## src/rtl/hne_pkg.sv

```systemverilog
// Package for the HTML numeric entity escaper.
// Holds the expanded-sequence type and the character constants; no dependencies.
`default_nettype none

package hne_pkg;

    // Longest expansion: '&', '#', three digits, ';'.
    localparam int SEQ_MAX = 6;
    localparam int LEN_W   = 3;
    localparam int IDX_W   = 3;

    localparam logic [7:0] CHAR_AMP  = 8'h26;
    localparam logic [7:0] CHAR_HASH = 8'h23;
    localparam logic [7:0] CHAR_SEMI = 8'h3B;
    localparam logic [7:0] CHAR_ONE  = 8'h31;
    localparam logic [3:0] DIGIT_HI  = 4'h3;

    typedef logic [7:0] char_t;

    // One input byte after expansion: output bytes in order, their count
    // and the end-of-string flag to place on the final byte.
    typedef struct packed {
        char_t [SEQ_MAX-1:0] chars;
        logic  [LEN_W-1:0]   len;
        logic                str_end;
    } seq_t;

    // Membership in the fixed escape set: tab, newline, space and the
    // ASCII punctuation characters.
    function automatic logic in_escape_set(input char_t v);
        logic hit;
        begin
            hit = (v == 8'd9) || (v == 8'd10)
               || (v >= 8'd32 && v <= 8'd47)
               || (v >= 8'd58 && v <= 8'd64)
               || (v >= 8'd91 && v <= 8'd96)
               || (v >= 8'd123 && v <= 8'd126);
            return hit;
        end
    endfunction

endpackage

`default_nettype wire

```

## src/rtl/hne_if.sv

```systemverilog
// Valid/ready stream interfaces for the escaper's input and output channels.
// No dependencies.
`default_nettype none

interface hne_in_if;
    logic       valid;
    logic       ready;
    logic [7:0] text_byte;
    logic       string_end;

    modport source (output valid, output text_byte, output string_end, input ready);
    modport sink   (input valid, input text_byte, input string_end, output ready);
endinterface

interface hne_out_if;
    logic       valid;
    logic       ready;
    logic [7:0] out_byte;
    logic       run_last;
    logic       out_string_end;

    modport source (output valid, output out_byte, output run_last,
                    output out_string_end, input ready);
    modport sink   (input valid, input out_byte, input run_last,
                    input out_string_end, output ready);
endinterface

`default_nettype wire

```

## src/rtl/hne_expand.sv

```systemverilog
// Combinational expansion of one text byte into its output byte sequence.
// Depends on hne_pkg.
`default_nettype none

module hne_expand (
    input  wire logic [7:0]    text_byte,
    input  wire logic          string_end,
    output hne_pkg::seq_t      seq
);
    import hne_pkg::*;

    logic        escape;
    logic        hund;
    logic [6:0]  rem;
    logic [14:0] prod;
    logic [3:0]  tens;
    logic [6:0]  ones_w;
    logic [3:0]  ones;
    logic [1:0]  ndig;

    // Decimal digits; only set members (below 128) matter here.
    always_comb
    begin
        escape = in_escape_set(text_byte);
        hund   = (text_byte >= 8'd100);
        rem    = 7'(text_byte - (hund ? 8'd100 : 8'd0));
        // Divide by ten via reciprocal, exact for values below 100.
        prod   = 15'(rem) * 15'd205;
        tens   = prod[14:11];
        ones_w = rem - 7'(tens) * 7'd10;
        ones   = ones_w[3:0];
        if (hund)
            ndig = 2'd3;
        else if (text_byte >= 8'd10)
            ndig = 2'd2;
        else
            ndig = 2'd1;
    end

    // Assemble the sequence.
    always_comb
    begin
        seq.chars   = '0;
        seq.str_end = string_end;
        if (escape)
        begin
            seq.chars[0] = CHAR_AMP;
            seq.chars[1] = CHAR_HASH;
            seq.len      = LEN_W'(3) + LEN_W'(ndig);
            case (ndig)
                2'd1:
                begin
                    seq.chars[2] = {DIGIT_HI, ones};
                    seq.chars[3] = CHAR_SEMI;
                end
                2'd2:
                begin
                    seq.chars[2] = {DIGIT_HI, tens};
                    seq.chars[3] = {DIGIT_HI, ones};
                    seq.chars[4] = CHAR_SEMI;
                end
                default:
                begin
                    seq.chars[2] = CHAR_ONE;
                    seq.chars[3] = {DIGIT_HI, tens};
                    seq.chars[4] = {DIGIT_HI, ones};
                    seq.chars[5] = CHAR_SEMI;
                end
            endcase
        end
        else
        begin
            seq.chars[0] = text_byte;
            seq.len      = LEN_W'(1);
        end
    end

endmodule

`default_nettype wire

```

## src/rtl/hne_emit.sv

```systemverilog
// Sequence register and output register: plays out one expanded sequence
// a byte per beat. Depends on hne_pkg.
`default_nettype none

module hne_emit (
    input  wire logic          clk,
    input  wire logic          rst_n,
    input  wire logic          load,
    input  wire hne_pkg::seq_t seq,
    output logic               can_load,
    output logic               out_valid,
    input  wire logic          out_ready,
    output logic [7:0]         out_byte,
    output logic               run_last,
    output logic               out_string_end
);
    import hne_pkg::*;

    seq_t             seq_reg;
    logic             seq_valid_reg;
    logic [IDX_W-1:0] idx_reg;
    logic             out_valid_reg;
    logic [7:0]       out_byte_reg;
    logic             run_last_reg;
    logic             out_end_reg;

    logic             out_load;
    logic             is_last;
    logic             seq_done;

    // Move a byte forward when the output register is free or draining.
    assign out_load = seq_valid_reg && (!out_valid_reg || out_ready);
    assign is_last  = (idx_reg == IDX_W'(seq_reg.len - LEN_W'(1)));
    assign seq_done = out_load && is_last;
    assign can_load = !seq_valid_reg || seq_done;

    // Sequence register and byte index.
    always_ff @(posedge clk or negedge rst_n)
    begin
        if (!rst_n)
        begin
            seq_valid_reg <= 1'b0;
            idx_reg       <= '0;
        end
        else
        begin
            if (load)
            begin
                seq_valid_reg <= 1'b1;
                idx_reg       <= '0;
            end
            else if (seq_done)
            begin
                seq_valid_reg <= 1'b0;
                idx_reg       <= '0;
            end
            else if (out_load)
            begin
                idx_reg <= idx_reg + IDX_W'(1);
            end
        end
    end

    always_ff @(posedge clk)
    begin
        if (load)
            seq_reg <= seq;
    end

    // Output register.
    always_ff @(posedge clk or negedge rst_n)
    begin
        if (!rst_n)
            out_valid_reg <= 1'b0;
        else if (out_load)
            out_valid_reg <= 1'b1;
        else if (out_ready)
            out_valid_reg <= 1'b0;
    end

    always_ff @(posedge clk)
    begin
        if (out_load)
        begin
            out_byte_reg <= seq_reg.chars[idx_reg];
            run_last_reg <= is_last;
            out_end_reg  <= is_last && seq_reg.str_end;
        end
    end

    assign out_valid      = out_valid_reg;
    assign out_byte       = out_byte_reg;
    assign run_last       = run_last_reg;
    assign out_string_end = out_end_reg;

endmodule

`default_nettype wire

```

## src/rtl/html_numeric_entity_escaper.sv

```systemverilog
// Top level of the HTML numeric entity escaper.
// Depends on hne_pkg, hne_if, hne_expand and hne_emit.
//
//   Channel    Dir  Beat payload
//   text_in    in   text_byte[7:0], string_end
//   text_out   out  out_byte[7:0], run_last, out_string_end
//
// A byte outside the escape set emits one output byte; an escaped byte emits
// four to six bytes, played out one per beat by the sequence register
// that holds its entity. The first output byte passes through the sequence
// register and then the output register after its input beat is accepted.
// A new byte is taken in the cycle its predecessor's last byte moves to
// the output register, so pass-through text flows at one beat per cycle
// while the output is not stalled. Reset clears the valid flags and the byte
// index; output stalls hold the output register and, through it, the input.
`default_nettype none

module html_numeric_entity_escaper (
    input wire logic clk,
    input wire logic rst_n,
    hne_in_if.sink   text_in,
    hne_out_if.source text_out
);
    import hne_pkg::*;

    seq_t seq;
    logic can_load;
    logic load;

    hne_expand u_expand (
        .text_byte  (text_in.text_byte),
        .string_end (text_in.string_end),
        .seq        (seq)
    );

    // Accept a beat whenever the sequence register frees up.
    assign text_in.ready = can_load;
    assign load          = text_in.valid && can_load;

    hne_emit u_emit (
        .clk            (clk),
        .rst_n          (rst_n),
        .load           (load),
        .seq            (seq),
        .can_load       (can_load),
        .out_valid      (text_out.valid),
        .out_ready      (text_out.ready),
        .out_byte       (text_out.out_byte),
        .run_last       (text_out.run_last),
        .out_string_end (text_out.out_string_end)
    );

endmodule

`default_nettype wire
```

## src/flat_wrapper.sv

```systemverilog
// flat-port wrapper written by rule: the top's interface ports become plain ports
module html_numeric_entity_escaper_flat import hne_pkg::*;
  (clk, rst_n, text_in_valid, text_in_text_byte, text_in_string_end, text_in_ready, text_out_valid, text_out_out_byte, text_out_run_last, text_out_out_string_end, text_out_ready);
  hne_in_if text_in_i ();
  hne_out_if text_out_i ();
  input wire logic clk;
  input wire logic rst_n;
  input wire logic [$bits(text_in_i.valid)-1:0] text_in_valid;
  input wire logic [$bits(text_in_i.text_byte)-1:0] text_in_text_byte;
  input wire logic [$bits(text_in_i.string_end)-1:0] text_in_string_end;
  output wire logic [$bits(text_in_i.ready)-1:0] text_in_ready;
  output wire logic [$bits(text_out_i.valid)-1:0] text_out_valid;
  output wire logic [$bits(text_out_i.out_byte)-1:0] text_out_out_byte;
  output wire logic [$bits(text_out_i.run_last)-1:0] text_out_run_last;
  output wire logic [$bits(text_out_i.out_string_end)-1:0] text_out_out_string_end;
  input wire logic [$bits(text_out_i.ready)-1:0] text_out_ready;
  assign text_in_i.valid = text_in_valid;
  assign text_in_i.text_byte = text_in_text_byte;
  assign text_in_i.string_end = text_in_string_end;
  assign text_in_ready = text_in_i.ready;
  assign text_out_valid = text_out_i.valid;
  assign text_out_out_byte = text_out_i.out_byte;
  assign text_out_run_last = text_out_i.run_last;
  assign text_out_out_string_end = text_out_i.out_string_end;
  assign text_out_i.ready = text_out_ready;
  html_numeric_entity_escaper u_core (.clk(clk), .rst_n(rst_n), .text_in(text_in_i), .text_out(text_out_i));
endmodule
```

## config.mk

```make
export PLATFORM = sky130hd
export DESIGN_NAME = html_numeric_entity_escaper_flat
export DESIGN_NICKNAME = d
export VERILOG_FILES = /design/src/rtl/hne_pkg.sv /design/src/rtl/hne_if.sv /design/src/rtl/hne_expand.sv /design/src/rtl/hne_emit.sv /design/src/rtl/html_numeric_entity_escaper.sv /design/src/flat_wrapper.sv
export SDC_FILE = /design/constraint.sdc
export NUM_CORES = 1
export LEC_CHECK = 0
export ABC_CLOCK_PERIOD_IN_PS = 7800
export BUFFER_PORTS_ARGS = -buffer_cell sky130_fd_sc_hd__clkbuf_2
export CORE_ASPECT_RATIO = 1.4
export CORE_MARGIN = 2
export CORE_UTILIZATION = 30
export DETAILED_ROUTE_END_ITERATION = 10
export GPL_ROUTABILITY_DRIVEN = 0
export HOLD_SLACK_MARGIN = 0.08
export PLACE_DENSITY = 0.43
export SLEW_MARGIN = 20
export SYNTH_ARGS = -nofsm -noshare
export SYNTH_HDL_FRONTEND = slang
export SYNTH_SLANG_ARGS = --single-unit
```

## constraint.sdc

```tcl
create_clock -name clk -period 7.8 [get_ports clk]
set_input_delay 0.39 -clock clk [delete_from_list [all_inputs] [get_ports clk]]
set_output_delay 0.39 -clock clk [all_outputs]
set_load 0.01 [all_outputs]
```

==> flow_metrics.tcl, run 1 <==
set metrics [dict create \
    status "finished clean" \
    p_int_mw 0.774 \
    wl_per_cell_microns 15.0 \
    synthMuxAreaShare_pct 3.72 \
    holdCritPathClass "input pin to flop" \
    hpwl_mm 5.45 \
    htreeDepth 2 \
    pre_cts_ws_ns 1.26 \
    synth_compound_area_share_pct 12.6 \
    tns_ns 0 \
    synth_top_family_by_area "adder cells" \
    powerDensity_nw_per_um2 369 \
    r2r_slack_ns 5.23 \
    avgViaCountPerCell 4.87 \
    track_usage_pct 12.9 \
    largest_register_ffs 27 \
    maxCapViolCount 0 \
    max_freq_ghz 0.160 \
    hold_violations 0 \
    hold_depth 1 \
    synth_top_cell_by_area "edfxtp_1" \
    irDropWorstVdd_mv 0.208 \
    cts.hold.buffers_added 1 \
    synth.top_cell.area_share_pct 35.5 \
    setup_slack_ns 1.54 \
    cts.sinks 42 \
    crit_end "u_core.u_emit.seq_reg[31]$_SDFFCE_PN0P_" \
    avgSynthCellArea_sq_um 11.1 \
    startpoint_type "input pin" \
    synth_top_flop_cell "edfxtp_1" \
    vias 2164 \
    die_area_sq_um 11300 \
    slew_violations 0 \
    netlist_instances 282 \
    io_pins 25 \
    area_delta_synth_final_pct 13.5 \
    post_cts_resized 0 \
    synth-xor-area-share_pct 4.88 \
    worstMarginPinSlew_ns 0.776 \
    clock_power_share_pct 15.5 \
    setup.worst_path.end_class "flop" \
    p_sw_share_pct 41.0 \
    num-nets-final 367 \
    seq_power_share_pct 28.2 \
    p_leak_nw 1.52 \
    finalSetupViolCount 0 \
    critPathRequiredTime_ns 7.80 \
    drt_iter0_drc 78 \
    core_sq_um 10200 \
    ff_latch_area_sq_um 1240 \
    p_sw_mw 0.537 \
    r2r_cells 6 \
    combPwrFrac_pct 56.2 \
    die_w_microns 90.3 \
    skew_ns 0.00255 \
    cts.path.max_buffers 2 \
    yosys-top-cells-area "edfxtp_1, ha_1, fa_1" \
    detail-route-antenna-nets 0 \
    cts_root_buf "clkbuf_16" \
    cts_setup_buffers 0 \
    cts_buffers 5 \
    multi_input_area_sq_um 1740 \
    synth-edff-count 37 \
    drc 0 \
    crit_start "text_in_text_byte[4]" \
    wl_mm 6.65 \
    diodes 0 \
    grt_first_pass_wirelength_mm 11.4 \
    power_mw 1.31 \
    drive_gt1_share_pct 17.3 \
    grt_overflow_total 0 \
    row_count 44 \
    clk_pin_slew_worst_paths_ns 0.06 \
    arrival_ns 6.26 \
    synthTopCellsByCount "ha_1, edfxtp_1, inv_1" \
    ys.warnings.count 0 \
    cts_tree "yes" \
    insertion_delay_ns 0.28 \
    grt_max_degree 28 \
    final_area_sq_um 3550 \
    antenna_found_initial 0 \
    fill_cells 1069 \
    ys_seq_area_share_pct 39.6 \
    netlist_area_sq_um 3130 \
    yosysMostFrequentCell "ha_1" \
    timing.slew.headroom_pct 48.2 \
    syn-num-nets 344 \
    yosys.area_share.simple_pct 12.4 \
    start_util_pct 30.5 \
    critPathMaxFanout 8 \
    finalCritPeriodShare_pct 80.2 \
    rsz0062_at_grt "no" \
    drt_pass1_iterations 4 \
    grt_pass1_vias 2303 \
    fin_crit_ns 6.26 \
    ys_ff_latch 42 \
    reg2reg_to "u_core.u_emit.seq_reg[5]$_SDFFCE_PP1P_" \
    dieHeight_microns 125 \
    dpl_cell_area_sq_um 3380 \
    port-buffer-count 24 \
    rr_startpoint "u_core.u_emit.idx_reg[0]$_DFFE_PN0P_" \
    synth_fa_ha_area_share_pct 21.8 \
    synth.distinct_cells 56 \
    path_class "input pin to flop" \
    ys_async_sr_fraction_pct 11.9 \
]
==> cell type report <==
cell class | count | share of cell area [%]
inverters | 30 | 3.17
well taps | 138 | 4.87
multi-input cells | 200 | 49.1
clock buffers | 7 | 4.02
clock inverters | 1 | 0.141
repair buffers | 26 | 3.88
flip-flops and latches | 42 | 34.8
==> power by group through the flow <==
stage / clock (mW) / sequential, mW / combinational (mW)
2_1_floorplan: 0 / 0.353 / 0.586
3_3_place_gp: 0 / 0.375 / 0.748
3_5_place_dp: 0 / 0.376 / 0.747
4_1_cts: 0.209 / 0.372 / 0.754
5_1_grt: 0.218 / 0.380 / 0.836
6_report: 0.203 / 0.370 / 0.737
==> cells in the final DEF (no fill, tap or decap), types with 5 or more instances in the layout <==
| master | synthesis | routed |
|---|---|---|
| edfxtp_1 | 37 | 37 |
| nor2_1 | 22 | 22 |
| xnor2_1 | 10 | 10 |
| fa_1 | 9 | 9 |
| o21ai_0 | 8 | 8 |
| nand2_1 | 15 | 15 |
| a21oi_1 | 15 | 15 |
| nand2b_1 | 6 | 6 |
| clkbuf_2 | 0 | 24 |
| mux2i_1 | 6 | 6 |
| ha_1 | 40 | 40 |
| inv_1 | 29 | 29 |
| clkbuf_16 | 0 | 5 |
| dfrtp_1 | 5 | 5 |
==> stage by stage <==
step	utilization (%)	std cells	hold slack [ns]
3_5_place_dp	33.0	435	0.213
6_report	34.7	444	0.285
5_1_grt	34.7	444	0.274
2_1_floorplan	-	282	0.0944
4_1_cts	34.5	444	0.279
3_3_place_gp	33.0	435	0.213
==> cells by family (layout without fill, tap and decap cells) <==
group           after synthesis  in the layout
xor+xnor                     15             15
mux                           9              9
buf+inv                      40             64
compound gates               53             53
flops                        42             42
simple gates                 74             74
fa+ha+maj                    49             49
==> worst min path at each step <==
| stage | from | endpoint | slack [ns] |
|---|---|---|---|
| floorplan | rst_n | u_core.u_emit.idx_reg[0]$_DFFE_PN0P_ | 0.09 |
| global placement | rst_n | u_core.u_emit.out_valid$_DFFE_PN0P_ | 0.21 |
| detailed placement | rst_n | u_core.u_emit.out_valid$_DFFE_PN0P_ | 0.21 |
| CTS | text_in_string_end | u_core.u_emit.seq_reg[0]$_DFFE_PP_ | 0.28 |
| global route | text_in_string_end | u_core.u_emit.seq_reg[0]$_DFFE_PP_ | 0.27 |
| finish | text_in_string_end | u_core.u_emit.seq_reg[0]$_DFFE_PP_ | 0.29 |
==> critical path: stages <==
cell	delay, ns
clkbuf_2	0.15
o311ai_0	0.34
nand2b_1	0.22
inv_1	0.24
ha_1	0.30
xnor2_1	0.39
ha_1	0.35
fa_1	0.47
ha_1	0.29
inv_1	0.05
fa_1	0.53
inv_1	0.05
ha_1	0.34
a21oi_1	0.14
nor2_1	0.06
a211oi_2	0.31
nor2_1	0.09
o311a_1	0.39
fa_1	0.41
xor2_1	0.16
xnor3_1	0.27
xnor2_2	0.21
a21oi_1	0.10
==> layer usage <==
metal	GRT usage (%)	vias up	share of wire, %
met5	0	-	0
met4	6.79	0	4.2
met3	1.81	15	2.2
met2	25.4	36	57
met1	12.6	1053	37
li1	-	1060	-
(Power assumes the default switching activity.)
==> run 2: changes to the inputs <==
--- a/config.mk
+++ b/config.mk
@@ -5,7 +5,7 @@
 export SDC_FILE = /design/constraint.sdc
 export NUM_CORES = 1
 export LEC_CHECK = 0
-export ABC_CLOCK_PERIOD_IN_PS = 7800
+export ABC_CLOCK_PERIOD_IN_PS = 6300
 export BUFFER_PORTS_ARGS = -buffer_cell sky130_fd_sc_hd__clkbuf_2
 export CORE_ASPECT_RATIO = 1.4
 export CORE_MARGIN = 2
==> constraint.sdc (replaced) <==
create_clock -name clk -period 6.3 [get_ports clk]
set_input_delay 0.315 -clock clk [delete_from_list [all_inputs] [get_ports clk]]
set_output_delay 0.315 -clock clk [all_outputs]
set_load 0.01 [all_outputs]
==> flow_metrics.tcl, run 2 (synthesis gave the netlist of run 1 again) <==
set metrics [dict create \
    status "finished clean" \
    vias 2119 \
    fill_cells 1072 \
    drt_pass1_iterations 4 \
    skew_ns 0.00375 \
    setup_slack_ns 0.475 \
    final_cells 455 \
    cpPeakStageDelay_ns 0.51 \
    holdCritPathClass "input pin to flop" \
    port-buffer-count 24 \
    die_area_sq_um 11300 \
    avgViaCountPerCell 4.66 \
    finalCritPeriodShare_pct 92.5 \
    detail-route-antenna-nets 0 \
    slew_violations 0 \
    final_area_sq_um 3640 \
    cts.path.max_buffers 2 \
    tns_ns 0 \
    fin_util_pct 35.5 \
    largest_register_ffs 27 \
    cts_root_buf "clkbuf_16" \
    core_sq_um 10200 \
    mostFrequentLayoutCells "ha_1, edfxtp_1, inv_1" \
    slowest_stage "fa_1" \
    setup.worst_path.end_class "flop" \
    grt_pass1_vias 2227 \
    track_usage_pct 12.3 \
    powerDensity_nw_per_um2 458 \
    cts.sinks 42 \
    cts_tree "yes" \
    path_class "input pin to flop" \
    critPathRequiredTime_ns 6.31 \
    cts_buffers 5 \
    p_leak_nw 1.57 \
    cts.hold.buffers_added 1 \
    rsz0062_at_grt "no" \
    dp.cells 446 \
    power_mw 1.67 \
    whs_ns 0.210 \
    drive_gt1_share_pct 20.2 \
    final_common_cell "ha_1" \
    io_pins 25 \
    start_util_pct 30.5 \
    crit_buf_inv 3 \
    diodes 0 \
    crit_chain "clkbuf_2 > o311ai_0 > nand2b_1 > ha_1 > ha_1 > nand2_1 > a21oi_1 > xnor2_1 > ha_1 > ha_1 > fa_1 > inv_1 > fa_1 > inv_1 > ha_1 > o211a_1 > a211oi_2 > nor2_1 > o311a_1 > fa_1 > xor2_1 > xnor3_1 > xnor2_2 > a21oi_1" \
    irDropWorstVdd_mv 0.275 \
    fin_crit_ns 5.82 \
    row_count 44 \
    dpl_cell_area_sq_um 3460 \
    grt_max_degree 28 \
    wl_per_cell_microns 14.3 \
    crit_family "adder cells" \
    num-nets-final 378 \
    max_freq_ghz 0.172 \
    dieHeight_microns 125 \
    grt_first_pass_wirelength_mm 10.9 \
    worstMarginPinSlew_ns 0.753 \
    timing.slew.headroom_pct 49.8 \
    arrival_ns 5.84 \
    pre_cts_ws_ns 0.161 \
    grt_overflow_total 0 \
    startpoint_type "input pin" \
    hpwl_mm 5.34 \
    cts_setup_buffers 0 \
    drc 0 \
    htreeDepth 2 \
    insertion_delay_ns 0.29 \
    crit_top_cell "ha_1" \
    hold_violations 0 \
    finalSetupViolCount 0 \
    maxCapViolCount 0 \
    area_delta_synth_final_pct 16.4 \
    clk_pin_slew_worst_paths_ns 0.06 \
    wl_mm 6.49 \
    drt_iter0_drc 79 \
    antenna_found_initial 0 \
    post_cts_resized 0 \
    critPathMaxFanout 6 \
    die_w_microns 90.3 \
]
-- run 2: cell count changes in the layout (fill, tap and decap cells not counted), sizes merged --
cell      change
clkinv        -1
clkbuf        -1
clkinvlp      +1
bufinv        +1
buf          +11
-- run 2: worst paths after layout --
check | startpoint | end | slack, ns | cells after the start
max in group asynchronous | rst_n | u_core.u_emit.idx_reg[1]$_DFFE_PN0P_ | 5.78 | 2
min in group asynchronous | rst_n | u_core.u_emit.out_valid$_DFFE_PN0P_ | 0.38 | 2
hold / removal | text_in_string_end | u_core.u_emit.seq_reg[0]$_DFFE_PP_ | 0.21 | 1
setup / recovery | text_in_text_byte[2] | u_core.u_emit.seq_reg[31]$_SDFFCE_PN0P_ | 0.48 | 24
setup reg to reg | u_core.u_emit.idx_reg[0]$_DFFE_PN0P_ | u_core.u_emit.seq_reg[13]$_DFFE_PP_ | 3.75 | 6
hold reg to reg | u_core.u_emit.seq_valid_reg$_DFFE_PN0P_ | u_core.u_emit.out_valid$_DFFE_PN0P_ | 0.50 | 1
-- run 2: per-layer routing --
| metal | track usage [%] | share of wire (%) | vias to the layer above |
|---|---|---|---|
| met3 | 1.45 | 1.6 | 9 |
| met2 | 24.9 | 58 | 23 |
| met4 | 5.34 | 2.6 | 0 |
| li1 | - | - | 1085 |
| met5 | 0 | 0 | - |
| met1 | 12.2 | 38 | 1002 |
-- run 2: cell type report --
type	count	area [sq um]	share of cell area, %
multi-input combinational	200	1730	47.6
clock inverter	2	37.5	1.03
clock buffer	6	129	3.54
tap	138	173	4.75
timing repair buffer	37	220	6.05
sequential	42	1240	34.0
inverter	30	113	3.09
-- run 2: power breakdown --
part	leakage, nW	internal, mW	total, mW	switching, mW
Clock	0.0771	0.187	0.290	0.103
Sequential	0.405	0.395	0.456	0.0612
Combinational	1.09	0.421	0.919	0.498
==> run 3: changes to the inputs <==
--- a/config.mk
+++ b/config.mk
@@ -8,7 +8,6 @@
 export ABC_CLOCK_PERIOD_IN_PS = 6300
 export BUFFER_PORTS_ARGS = -buffer_cell sky130_fd_sc_hd__clkbuf_2
 export CORE_ASPECT_RATIO = 1.4
-export CORE_MARGIN = 2
 export CORE_UTILIZATION = 30
 export DETAILED_ROUTE_END_ITERATION = 10
 export GPL_ROUTABILITY_DRIVEN = 0
==> constraint.sdc (replaced) <==
create_clock -name clk -period 6.3 [get_ports clk]
set_input_delay 1.26 -clock clk [delete_from_list [all_inputs] [get_ports clk]]
set_output_delay 1.26 -clock clk [all_outputs]
set_load 0.01 [all_outputs]
==> flow_metrics.tcl, run 3 (synthesis gave the netlist of run 1 again) <==
set metrics [dict create \
    io_pins 25 \
    diodes 0 \
    crit_top_cell "ha_4" \
    largest_register_ffs 27 \
    combPwrFrac_pct 63.5 \
    hold_violations 0 \
    die_w_microns 88.3 \
    p_leak_nw 1.71 \
    critPathMaxFanout 3 \
    cts.path.max_buffers 2 \
    skew_ns 0.00543 \
    mostFrequentLayoutCells "buf_4, edfxtp_1, inv_1, ha_1, clkbuf_2" \
    drt_pass1_iterations 5 \
    startpoint_type "input pin" \
    powerDensity_nw_per_um2 467 \
    grt_pass1_vias 2418 \
    grtUsageMet1_pct 13.9 \
    detail-route-antenna-nets 0 \
    cts_tree "yes" \
    clock_power_share_pct 13.0 \
    row_count 43 \
    antenna_found_initial 0 \
    hold_depth 2 \
    core_sq_um 10000 \
    min_to "u_core.u_emit.out_valid$_DFFE_PN0P_" \
    clk_pin_slew_worst_paths_ns 0.06 \
    drt_iter0_drc 98 \
    slowest_stage "fa_2" \
    status "finished with violations" \
    dieHeight_microns 123 \
    crit_chain "buf_8 > o311ai_4 > nand2b_1 > buf_6 > inv_4 > ha_4 > a21oi_4 > xnor2_4 > ha_4 > ha_4 > fa_1 > inv_1 > fa_2 > inv_2 > ha_4 > o211a_4 > a211oi_2 > nor2_1 > o311a_1 > fa_2 > xor2_1 > xnor3_1 > xnor2_2 > a21oi_1" \
    grt_max_degree 28 \
    arrival_ns 6.35 \
    htreeDepth 2 \
    setup_slack_ns -0.0320 \
    drc 0 \
    die_area_sq_um 10800 \
    fin_crit_ns 6.33 \
    wl_mm 7.03 \
    finalSetupViolCount 3 \
    insertion_delay_ns 0.28 \
    maxCapViolCount 0 \
    drive_gt1_share_pct 36.8 \
    num-nets-final 403 \
    holdCritPathClass "flop to flop" \
    worstMarginPinSlew_ns 0.758 \
    port-buffer-count 24 \
    irDropWorstVdd_mv 0.311 \
    p_sw_mw 0.769 \
    use_met2_pct 28.6 \
    track_usage_pct 14.5 \
    path_class "input pin to flop" \
    wl_per_cell_microns 14.7 \
    use_met3_pct 2.02 \
    power_mw 1.94 \
    cpPeakStageDelay_ns 0.53 \
    r2r_slack_ns 3.71 \
    avgViaCountPerCell 4.72 \
    setup.worst_path.end_class "flop" \
    final_area_sq_um 4150 \
    grt_busiest_layer "met2" \
    p_int_mw 1.17 \
    max_freq_ghz 0.158 \
    dp.cells 465 \
    rsz0062_at_grt "yes" \
    violations "setup timing" \
    hpwl_mm 5.67 \
    r2r_cells 6 \
    cts.sinks 42 \
    critPathRequiredTime_ns 6.32 \
    area_delta_synth_final_pct 32.7 \
    tns_ns -0.0899 \
    dpl_cell_area_sq_um 3730 \
    fill_cells 996 \
    final_cells 477 \
    timing.slew.headroom_pct 49.5 \
    hp-start "u_core.u_emit.out_valid$_DFFE_PN0P_" \
    grt_first_pass_wirelength_mm 11.6 \
    slew_violations 0 \
    cts_buffers 5 \
    cts_root_buf "clkbuf_16" \
    vias 2252 \
    p_sw_share_pct 39.7 \
    seq_power_share_pct 23.5 \
    grt_overflow_total 0 \
    rr_startpoint "u_core.u_emit.idx_reg[0]$_DFFE_PN0P_" \
    reg2reg_to "u_core.u_emit.seq_reg[0]$_DFFE_PP_" \
    start_util_pct 31.2 \
    finalCritPeriodShare_pct 101 \
]
[run 3: cell types whose count changed in the layout (fill, tap and decap cells not counted), sizes merged]
| cell | change |
|---|---|
| buf | +28 |
| bufinv | -1 |
| clkbuf | -3 |
| clkinv | +2 |
| dlygate4sd3 | -1 |
[run 3: power by group through the flow]
stage / Combinational, mW / Sequential (mW) / Clock, mW
final: 1.23 / 0.456 / 0.252
after global routing: 1.37 / 0.468 / 0.270
after CTS: 1.12 / 0.459 / 0.260
after detailed placement: 1.11 / 0.464 / 0
after global placement: 1.10 / 0.463 / 0
after floorplan: 0.781 / 0.437 / 0
[run 3: worst max-delay path by stage]
| stage | start | to | slack, ns |
|---|---|---|---|
| floorplan | text_in_text_byte[4] | u_core.u_emit.seq_reg[31]$_SDFFCE_PN0P_ | -0.11 |
| global placement | text_in_text_byte[3] | u_core.u_emit.seq_reg[39]$_SDFFCE_PN0P_ | -0.30 |
| detailed placement | text_in_text_byte[3] | u_core.u_emit.seq_reg[31]$_SDFFCE_PN0P_ | -0.33 |
| CTS | text_in_text_byte[3] | u_core.u_emit.seq_reg[31]$_SDFFCE_PN0P_ | 0.003 |
| global route | text_in_text_byte[4] | u_core.u_emit.seq_reg[31]$_SDFFCE_PN0P_ | -0.18 |
| finish | text_in_text_byte[4] | u_core.u_emit.seq_reg[31]$_SDFFCE_PN0P_ | -0.03 |
[run 3: layout make-up]
class	instances	area (sq um)	share of cell area (%)
Clock buffer	5	125	3.02
Tap cell	135	169	4.07
Sequential cell	42	1240	29.8
Clock inverter	3	21.3	0.513
Multi-Input combinational cell	200	2050	49.5
Inverter	30	115	2.78
Timing Repair Buffer	62	425	10.3
[run 3: layer usage]
layer,vias to the layer above,share of wire (%)
li1,1134,-
met5,-,0
met3,14,1.4
met2,27,58
met4,0,3.2
met1,1077,37
[run 3: stage by stage]
stage                     setup slack [ns]  hold slack, ns  util, %
after CTS                          0.00304           0.521     39.1
final                              -0.0320           0.511     41.4
after global routing                -0.179           0.536     41.4
after detailed placement            -0.330           0.504     37.3
after floorplan                     -0.108           0.473        -
after global placement              -0.297           0.501     37.3
[run 3: repair_timing]
action | CTS | global route
setup endpoints to repair | 3 | 4
pin swaps | 2 | 25
hold endpoints to repair | 0 | 0
buffers inserted | 3 | 1
hold buffers | 0 | 0
resized for setup | 1 | 36
[run 3: critical path, delay by kind of cell]
kind | cells | cell delay, ns
adders and majority gates | 7 | 2.31
AOI/OAI and AO/OA | 6 | 1.32
xor gates and xnor gates | 4 | 0.83
buffers and inverters | 5 | 0.40
and+or+nand+nor | 2 | 0.21
